`src/spn_pkg.sv`:
```
// Package for the 16-bit SPN block cipher: S-box tables, bit permutation,
// round key selection and the per-cell control struct.
// No dependencies; used by spn_cell and spn_block_cipher_16bit.
`default_nettype none

package spn_pkg;

    // Cipher geometry.
    localparam int unsigned BLOCK_W    = 16;
    localparam int unsigned KEY_W      = 32;
    localparam int unsigned NUM_ROUNDS = 4;

    // Item direction codes.
    localparam logic MODE_ENCRYPT = 1'b0;
    localparam logic MODE_DECRYPT = 1'b1;

    typedef logic [BLOCK_W-1:0] t_block;
    typedef logic [KEY_W-1:0]   t_key;
    typedef logic [3:0]         t_nibble;

    // Round keys and position flags that steer one cell.
    typedef struct packed {
        logic   first;
        logic   last;
        t_block pre_enc;
        t_block post_enc;
        t_block pre_dec;
        t_block post_dec;
    } t_cell_ctl;

    // Forward 4-bit S-box.
    function automatic t_nibble sbox_fwd(input t_nibble x);
        t_nibble y;
        case (x)
            4'h0: y = 4'd14;
            4'h1: y = 4'd4;
            4'h2: y = 4'd13;
            4'h3: y = 4'd1;
            4'h4: y = 4'd2;
            4'h5: y = 4'd15;
            4'h6: y = 4'd11;
            4'h7: y = 4'd8;
            4'h8: y = 4'd3;
            4'h9: y = 4'd10;
            4'ha: y = 4'd6;
            4'hb: y = 4'd12;
            4'hc: y = 4'd5;
            4'hd: y = 4'd9;
            4'he: y = 4'd0;
            4'hf: y = 4'd7;
            default: y = 4'd0;
        endcase
        return y;
    endfunction

    // Inverse 4-bit S-box.
    function automatic t_nibble sbox_inv(input t_nibble x);
        t_nibble y;
        case (x)
            4'h0: y = 4'd14;
            4'h1: y = 4'd3;
            4'h2: y = 4'd4;
            4'h3: y = 4'd8;
            4'h4: y = 4'd1;
            4'h5: y = 4'd12;
            4'h6: y = 4'd10;
            4'h7: y = 4'd15;
            4'h8: y = 4'd7;
            4'h9: y = 4'd13;
            4'ha: y = 4'd9;
            4'hb: y = 4'd6;
            4'hc: y = 4'd11;
            4'hd: y = 4'd2;
            4'he: y = 4'd0;
            4'hf: y = 4'd5;
            default: y = 4'd0;
        endcase
        return y;
    endfunction

    // Substitute all four nibbles, forward or inverse.
    function automatic t_block sub_word(input t_block x, input logic inv);
        t_block y;
        for (int n = 0; n < 4; n++) begin
            y[4*n +: 4] = inv ? sbox_inv(x[4*n +: 4]) : sbox_fwd(x[4*n +: 4]);
        end
        return y;
    endfunction

    // Bit transpose: counting from the MSB, bit 4a+b moves to bit 4b+a.
    // The permutation is its own inverse.
    function automatic t_block perm_word(input t_block x);
        t_block y;
        for (int a = 0; a < 4; a++) begin
            for (int b = 0; b < 4; b++) begin
                y[15 - (4*b + a)] = x[15 - (4*a + b)];
            end
        end
        return y;
    endfunction

    // Round key r (1..5): key nibbles r..r+3 counted from the top.
    function automatic t_block round_key(input t_key key, input int r);
        return t_block'(key >> (20 - 4*r));
    endfunction

endpackage

`default_nettype wire

```
`src/spn_block_cipher_16bit.sv`:
```
// Top level of the 16-bit four-round SPN block cipher: key register and a
// chain of four round cells. Depends on spn_pkg and spn_cell.
`default_nettype none

// The block encrypts (mode 0) or decrypts (mode 1) one 16-bit item with the
// 32-bit key written through i_cfg_we / i_cfg_wdata (reset value zero). It is
// a chain of four round cells, one per cipher round, each with its own stage
// register, so it takes one item per clock cycle unless output back-pressure
// fills the chain, and returns results in order. Each cell stalls only when
// it is full and its successor cannot take its item, so bubbles close up and
// the input stays ready while the output holds a result and earlier stages
// have room. Write the key only while no item is in flight.
module spn_block_cipher_16bit (
    input  wire logic            i_clk,
    input  wire logic            i_rst_n,
    input  wire logic            i_cfg_we,
    input  wire spn_pkg::t_key   i_cfg_wdata,
    input  wire logic            i_in_valid,
    output logic                 o_in_ready,
    input  wire logic            i_mode,
    input  wire spn_pkg::t_block i_block_in,
    output logic                 o_out_valid,
    input  wire logic            i_out_ready,
    output spn_pkg::t_block      o_block_out
);
    import spn_pkg::*;

    t_key r_cipher_key;

    logic   vld   [NUM_ROUNDS+1];
    logic   rdy   [NUM_ROUNDS+1];
    logic   mode  [NUM_ROUNDS+1];
    t_block data  [NUM_ROUNDS+1];

    // Key register.
    always_ff @(posedge i_clk) begin
        if (!i_rst_n) begin
            r_cipher_key <= '0;
        end else if (i_cfg_we) begin
            r_cipher_key <= i_cfg_wdata;
        end
    end

    // Chain ends.
    assign vld[0]      = i_in_valid;
    assign mode[0]     = i_mode;
    assign data[0]     = i_block_in;
    assign o_in_ready  = rdy[0];
    assign rdy[NUM_ROUNDS] = i_out_ready;
    assign o_out_valid = vld[NUM_ROUNDS];
    assign o_block_out = data[NUM_ROUNDS];

    // Round cells. Cell j runs encryption round j+1 or inverts encryption round 4-j.
    for (genvar j = 0; j < NUM_ROUNDS; j++) begin : g_cell
        t_cell_ctl ctl;

        always_comb begin
            ctl.first    = (j == 0);
            ctl.last     = (j == NUM_ROUNDS - 1);
            ctl.pre_enc  = round_key(r_cipher_key, j + 1);
            ctl.post_enc = round_key(r_cipher_key, NUM_ROUNDS + 1);
            ctl.pre_dec  = round_key(r_cipher_key, NUM_ROUNDS + 1);
            ctl.post_dec = round_key(r_cipher_key, NUM_ROUNDS - j);
        end

        spn_cell u_cell (
            .i_clk   (i_clk),
            .i_rst_n (i_rst_n),
            .i_valid (vld[j]),
            .o_ready (rdy[j]),
            .i_mode  (mode[j]),
            .i_data  (data[j]),
            .i_ctl   (ctl),
            .o_valid (vld[j+1]),
            .i_ready (rdy[j+1]),
            .o_mode  (mode[j+1]),
            .o_data  (data[j+1])
        );
    end

    // The input only stalls when a finished result is waiting.
    a_stall_full: assert property (@(posedge i_clk) disable iff (!i_rst_n)
        !o_in_ready |-> o_out_valid && !i_out_ready)
        else $error("spn_block_cipher_16bit: input stalled with output free");

    // With the output ready, an accepted item passes every stage register and comes out.
    a_latency: assert property (@(posedge i_clk) disable iff (!i_rst_n)
        i_in_valid && o_in_ready ##1 i_out_ready ##1 i_out_ready ##1 i_out_ready
        |=> o_out_valid)
        else $error("spn_block_cipher_16bit: result missing after four cycles");

    // A result that is taken is replaced only by a result further back.
    a_drain: assert property (@(posedge i_clk) disable iff (!i_rst_n)
        o_out_valid && i_out_ready && !vld[NUM_ROUNDS-1] |=> !o_out_valid)
        else $error("spn_block_cipher_16bit: result repeated");

endmodule

`default_nettype wire

```
`src/spn_cell.sv`:
```
// One round cell of the SPN cipher pipeline: key mix, S-box layer and
// permutation for either direction, with its own valid/ready stage register.
// Depends on spn_pkg.
`default_nettype none

module spn_cell (
    input  wire logic               i_clk,
    input  wire logic               i_rst_n,
    input  wire logic               i_valid,
    output logic                    o_ready,
    input  wire logic               i_mode,
    input  wire spn_pkg::t_block    i_data,
    input  wire spn_pkg::t_cell_ctl i_ctl,
    output logic                    o_valid,
    input  wire logic               i_ready,
    output logic                    o_mode,
    output spn_pkg::t_block         o_data
);
    import spn_pkg::*;

    logic   r_vld;
    logic   r_mode;
    t_block r_data;
    t_block n_data;
    t_block pre;
    t_block sub;

    // The stage can take an item when it is empty or its item moves on.
    assign o_ready = !r_vld || i_ready;

    // Round function. Decryption runs the inverse steps in reverse order.
    always_comb begin
        if (i_mode == MODE_DECRYPT) begin
            pre = i_ctl.first ? (i_data ^ i_ctl.pre_dec) : perm_word(i_data);
        end else begin
            pre = i_data ^ i_ctl.pre_enc;
        end
        sub = sub_word(pre, i_mode == MODE_DECRYPT);
        if (i_mode == MODE_DECRYPT) begin
            n_data = sub ^ i_ctl.post_dec;
        end else begin
            n_data = i_ctl.last ? (sub ^ i_ctl.post_enc) : perm_word(sub);
        end
    end

    // Stage valid bit.
    always_ff @(posedge i_clk) begin
        if (!i_rst_n) begin
            r_vld <= 1'b0;
        end else if (o_ready) begin
            r_vld <= i_valid;
        end
    end

    // Stage payload.
    always_ff @(posedge i_clk) begin
        if (o_ready && i_valid) begin
            r_mode <= i_mode;
            r_data <= n_data;
        end
    end

    assign o_valid = r_vld;
    assign o_mode  = r_mode;
    assign o_data  = r_data;

    // An item taken in always lands in the stage.
    a_fill: assert property (@(posedge i_clk) disable iff (!i_rst_n)
        i_valid && o_ready |=> r_vld)
        else $error("spn_cell: accepted item was lost");

    // A held item keeps its value while downstream stalls.
    a_hold: assert property (@(posedge i_clk) disable iff (!i_rst_n)
        r_vld && !i_ready |=> r_vld && $stable(r_data) && $stable(r_mode))
        else $error("spn_cell: stalled item changed");

    // An empty stage never refuses an item.
    a_empty_ready: assert property (@(posedge i_clk) disable iff (!i_rst_n)
        !r_vld |-> o_ready)
        else $error("spn_cell: empty stage not ready");

endmodule

`default_nettype wire

```
`config.mk`:
```
export PLATFORM = sky130hd
export DESIGN_NAME = spn_block_cipher_16bit
export DESIGN_NICKNAME = d
export VERILOG_FILES = /design/src/spn_pkg.sv /design/src/spn_block_cipher_16bit.sv /design/src/spn_cell.sv
export SDC_FILE = /design/constraint.sdc
export NUM_CORES = 1
export LEC_CHECK = 0
export BUFFER_PORTS_ARGS = -buffer_cell sky130_fd_sc_hd__buf_2
export CAP_MARGIN = 15
export CORE_ASPECT_RATIO = 0.9
export CORE_MARGIN = 4
export CORE_UTILIZATION = 63
export DETAILED_ROUTE_END_ITERATION = 16
export PLACE_DENSITY = 0.82
export SLEW_MARGIN = 40
export SYNTH_ARGS = -nofsm -noshare
export SYNTH_HDL_FRONTEND = slang
export SYNTH_SLANG_ARGS = --single-unit
```
`constraint.sdc`:
```
create_clock -name i_clk -period 3.7 [get_ports i_clk]
set_input_delay 1.11 -clock i_clk [delete_from_list [all_inputs] [get_ports i_clk]]
set_output_delay 1.11 -clock i_clk [all_outputs]
set_load 0.005 [all_outputs]
```
# [Yosys cells after proc, flatten, opt, wreduce, memory -nomap -nowiden]
# Memory sizes are Yosys's and may differ from the RTL's.
# Cells that the tools add are included.
[totals] inputBits=54 regBits=103 word_cells=90 mem_bits_ro=2048 memories=32
[mem_list] name="(name not given)" words=16 width=4 rd=1 rd_clocked_by_memory_dff=0 wr=0 line="spn_pkg.sv:59" rtl="case (x)"
[mem_list] name="(name not given)" words=16 width=4 rd=1 rd_clocked_by_memory_dff=0 wr=0 line="spn_pkg.sv:34" rtl="case (x)"
[mem_list] name="(name not given)" words=16 width=4 rd=1 rd_clocked_by_memory_dff=0 wr=0 line="spn_pkg.sv:59"
[mem_list] name="(name not given)" words=16 width=4 rd=1 rd_clocked_by_memory_dff=0 wr=0 line="spn_pkg.sv:34"
[mem_list] name="(name not given)" words=16 width=4 rd=1 rd_clocked_by_memory_dff=0 wr=0 line="spn_pkg.sv:59"
[mem_list] name="(name not given)" words=16 width=4 rd=1 rd_clocked_by_memory_dff=0 wr=0 line="spn_pkg.sv:34"
[mem_list] name="26 more memories"
[classes] reduce_logical=12 muxes=24 n_bitwise=10
[ops] operator="$xor 16x16->16" count=10
[ops] operator="$mux 16" count=8
[ops] operator="$mux 4" count=16
[ops] operator="$logic_and 1x1->1" count=4
[ops] operator="$logic_not 1->1" count=4
[ops] operator="$logic_or 1x1->1" count=4

# [Logic depth before layout (Yosys ltp)]
[logic_depth] word_depth=6 mapped_depth=12 mapped_depth_nobuf=10

# [Modules after synthesis]
# A second synthesis with hierarchy kept.
[hier_totals] cells_unflattened=1775 hier_area_um2=14760.4
[by_module_without_submodules] mod="spn_cell (g_cell[1].u_cell ...)" instances=3 cells_each=421 area_per_inst_um2=3395.8
[by_module_without_submodules] mod="spn_cell (g_cell[0].u_cell)" instances=1 cells_each=407 area_per_inst_um2=3321.9
[by_module_without_submodules] mod="spn_block_cipher_16bit" instances=1 cells_each=105 area_per_inst_um2=1251.2

# [Least setup slack after synthesis]
# Ideal clock, no wire load.
[synth_timing] kind="input port to flip-flop" start="input port i_mode" end="register g_cell[0].u_cell.r_data[1], data pin" arrival_ns=2.961 path_stages=12 n_path_buf=3 slack_ns=0.469 required_ns=3.430 path_cell_list="buf_6 -> buf_8 -> mux2i_1 -> xor2_1 -> buf_2 -> inv_1 -> ha_1 -> nand2_1 -> o211a_1 -> a21oi_1 -> xor2_1 -> a21oi_1"
[synth_via] elab_chain_cells=5
[synth_lines] element="start: declaration" line="spn_block_cipher_16bit.sv:20" rtl="input wire logic i_mode,"
[synth_lines] element="$mux 16" line="spn_cell.sv:33" rtl="if (i_mode == MODE_DECRYPT) begin"
[synth_lines] element="$mem_v2 16x4 (on tied branches)"
[synth_lines] element="$mux 4" line="spn_pkg.sv:85" rtl="y[4*n +: 4] = inv ? sbox_inv(x[4*n +: 4]) : sbox_fwd(x[4*n +: 4]);"
[synth_lines] element="$xor 16x16->16" line="spn_cell.sv:40" rtl="n_data = sub ^ i_ctl.post_dec;"
[synth_lines] element="$mux 16 (*)" line="spn_cell.sv:39" rtl="if (i_mode == MODE_DECRYPT) begin"
[synth_lines] element="via g_cell[0].u_cell.n_data[1]" line="spn_cell.sv:24" rtl="t_block n_data;"
[synth_lines] element="end signal: assignment" line="spn_cell.sv:59" rtl="r_data <= n_data;"
[synth_lines] element="end: declaration" line="spn_cell.sv:23" rtl="t_block r_data;"
# Mark *: on every way through the listed nets, which the timed path passes. The rest lies on a longest branch.
# A chain may end at the register's enable or synchronous reset.

# [Worst setup path in the final report]
[layout_timing] start="input port i_out_ready" end="output port o_in_ready"
[layout_via] elab_chain_cells=4
[layout_lines] element="start: declaration" line="spn_block_cipher_16bit.sv:23" rtl="input wire logic i_out_ready,"
[layout_lines] element="$logic_or 1x1->1 (4 in a row)" line="spn_cell.sv:29" rtl="assign o_ready = !r_vld || i_ready;"
[layout_lines] element="end: declaration" line="spn_block_cipher_16bit.sv:19" rtl="output logic o_in_ready,"
# No other way between the ends.

==> reports/metrics.cfg <==
[status]
status=finished clean

[setup_path]
critPathKind=input pin to primary output
endpoint_kind=primary output
worstPathRequired_ps=2590
cp-start-kind=input pin
path_max_fanout=5
worst_ep_arrival_time_ps=2050

[synthesis]
async_flop_share_pct=0
synth.area.top_cells=edfxtp_1, mux2i_1, xnor2_1, dfxtp_1, ha_1
syn_nets=1368
synth_warnings=0
synth_area_leader_cell=edfxtp_1
synth_edf_count=67
synth_ff_type=edfxtp_1
netlist.area_leader.share_pct=18.5
avgSynthCellArea_um2=8.61
syn-instance-count=1262
ys_types=78
ys_seq_area_share_pct=25.2
ys_ff_latch=103
synth_area_mm2=0.0109

[grt]
grt.busiest_layer=met2
grt-ovfl-total=0
gr-usage-all-layers_pct=28.9
grt_pass1_wl_mm=45.2
grt_max_degree=37
use_met2_pct=46.9
antenna_found_initial=1
grtUsageMet1_pct=39.3
met3_usage_pct=4.83
grt_pass1_vias=8552

[clocking]
cts_setup_buffers=0
htree_num_levels=3
clkLatencyLatePin_ps=370
cts-root-buf=clkbuf_16
cts_sinks=103
clk_pin_slew_ps=80
cts_hold_buf=0
cts_tree=done
post_cts_resized=0
numCtsBuffers=9
cts_buffer_depth=2

[layout]
layout_common_cells=nand2_1, a21oi_1, nor2_1, xnor2_1, mux2i_1
synthToLayoutAreaGrowth_pct=7.54
nFillCells=1405
nets=1405
seqCellArea_mm2=0.00273
diodes=0
drive_gt1_share_pct=16.9
multi_input_area_mm2=0.00744
final_common_cell=nand2_1

[pwr]
peakVddDrop_v=0.000263
p_sw_mw=1.87
swShare_pct=40.0
combPwrFrac_pct=46.0
share_seq_of_total_power_pct=32.3
clkPwrFrac_pct=21.8
p_int_mw=2.80
total_power_mw=4.67
p_leak_nw=4.75
power.density_mw_per_mm2=400

[placement]
port-buffer-count=71
place_hpwl_mm=21.6
place.gp.congestion=0.942

[route]
wl_per_cell_um=18.9
drtIter0Drc=1190
route.final.wire_length_mm=28.7
dr.pass1.iters=5
vias_per_cell=6.21
ant_nets=0
num_vias=9413
drc=0

[sta]
clock-skew-final_ps=11.4
fin_crit_sh_pct=85.5
relSlewSlack_pct=50.2
hold_viol=0
rsz0062_at_grt=no
period_needed_ps=3160
tightest_slew_ps=742
finalSetupViolCount=0
final.setup.tns_ps=0
clock.fmax_mhz=316
slew_viol_final=0

[job]
max-cap-violations=0

[die]
design.core.area_mm2=0.0169
die_w_um=146
row_count=45
die_h_um=133
initial_utilization_pct=64.3
die_area_mm2=0.0194
io_pins=72

[worst_hold_path]
hold_class=flip-flop to flip-flop

==> layout make-up <==
| cell class | count | share of cell area, % |
|---|---|---|
| well taps | 211 | 2.26 |
| repair buffers | 124 | 6.68 |
| inverters | 42 | 1.35 |
| clock buffers | 10 | 2.14 |
| flip-flops and latches | 103 | 23.4 |
| clock inverters | 6 | 0.461 |
| multi-input cells | 1019 | 63.7 |
==> per-stage QoR <==
stage / area [um2] / hold WS [ps] / setup WS [ps] / util (%) / instances
final: 11700 / 499 / 538 / 69.2 / 1515
after global routing: 11700 / 555 / 371 / 69.2 / 1515
after CTS: 11700 / 509 / 522 / 69.0 / 1515
after detailed placement: 11400 / 496 / 158 / 67.2 / 1499
after global placement: 11300 / 477 / 269 / 67.2 / 1499
after floorplan: 10900 / 449 / 469 / - / 1262
==> path summary, 6_finish.rpt <==
check	from	endpoint	slack, ps	cells after the start
min	g_cell[1].u_cell.o_valid	g_cell[2].u_cell.o_valid	500	2
min reg2reg	g_cell[1].u_cell.o_valid	g_cell[2].u_cell.o_valid	500	2
max reg2reg	g_cell[2].u_cell.o_mode	g_cell[3].u_cell.o_data[14]	750	11
max	i_out_ready	o_in_ready	540	5
==> metal layers <==
layer	vias to the layer above	share of wire, %	wire [um]
met5	-	0.052	15
met4	2	3.6	1030
met3	75	7.2	2080
met2	385	46	13300
met1	4392	43	12300
li1	4559	-	-
==> logic make-up after synthesis <==
logic type,Yosys count,synth area share [%]
AO/OA/AOI/OAI,349,20.9
XOR/XNOR,177,16.4
adder cells (fa/ha/maj),53,6.09
buffers and inverters,140,6.61
flip-flops,103,25.2
multiplexers,102,10.4
AND/OR/NAND/NOR,338,14.5
==> power groups by stage <==
stage	clock network, mW	registers, mW	logic (mW)
after global placement	0	1.53	2.06
after global routing	1.07	1.51	2.38
after CTS	1.02	1.50	2.12
after floorplan	0	1.45	1.72
after detailed placement	0	1.53	2.11
final	1.02	1.51	2.15
==> critical path, cell delays in order <==
cell	delay, ps
buf_2	100
nor2b_1	280
and3_1	340
nand2_1	90
buf_2	130
==> synth_stat cells (7+ instances only) <==
cell type    n
nand2_1    121
a21oi_1    102
xnor2_1     87
nor2_1      86
mux2i_1     85
edfxtp_1    67
xor2_1      63
ha_1        52
o21ai_0     46
buf_2       39
nor2b_1     38
dfxtp_1     36
a211oi_1    32
inv_1       28
o21ai_1     27
buf_4       25
o211ai_1    24
nand2b_1    23
clkbuf_1    22
nor3_1      22
nand3_1     20
a31oi_1     16
o21a_1      15
xor2_2      15
inv_2       14
a21o_1       9
o32ai_1      9
xnor2_2      9
mux2_2       8
o22ai_1      8
and2_1       7
o221ai_1     7
o31ai_1      7
==> state kept, by name, indices dropped and copies added, names as in the netlist <==
register	cells
r_cipher_key	32
g_cell.u_cell.o_valid	4
g_cell.u_cell.o_mode	3
g_cell.u_cell.o_data	64
Note: power is estimated with default switching activity, not from simulation.
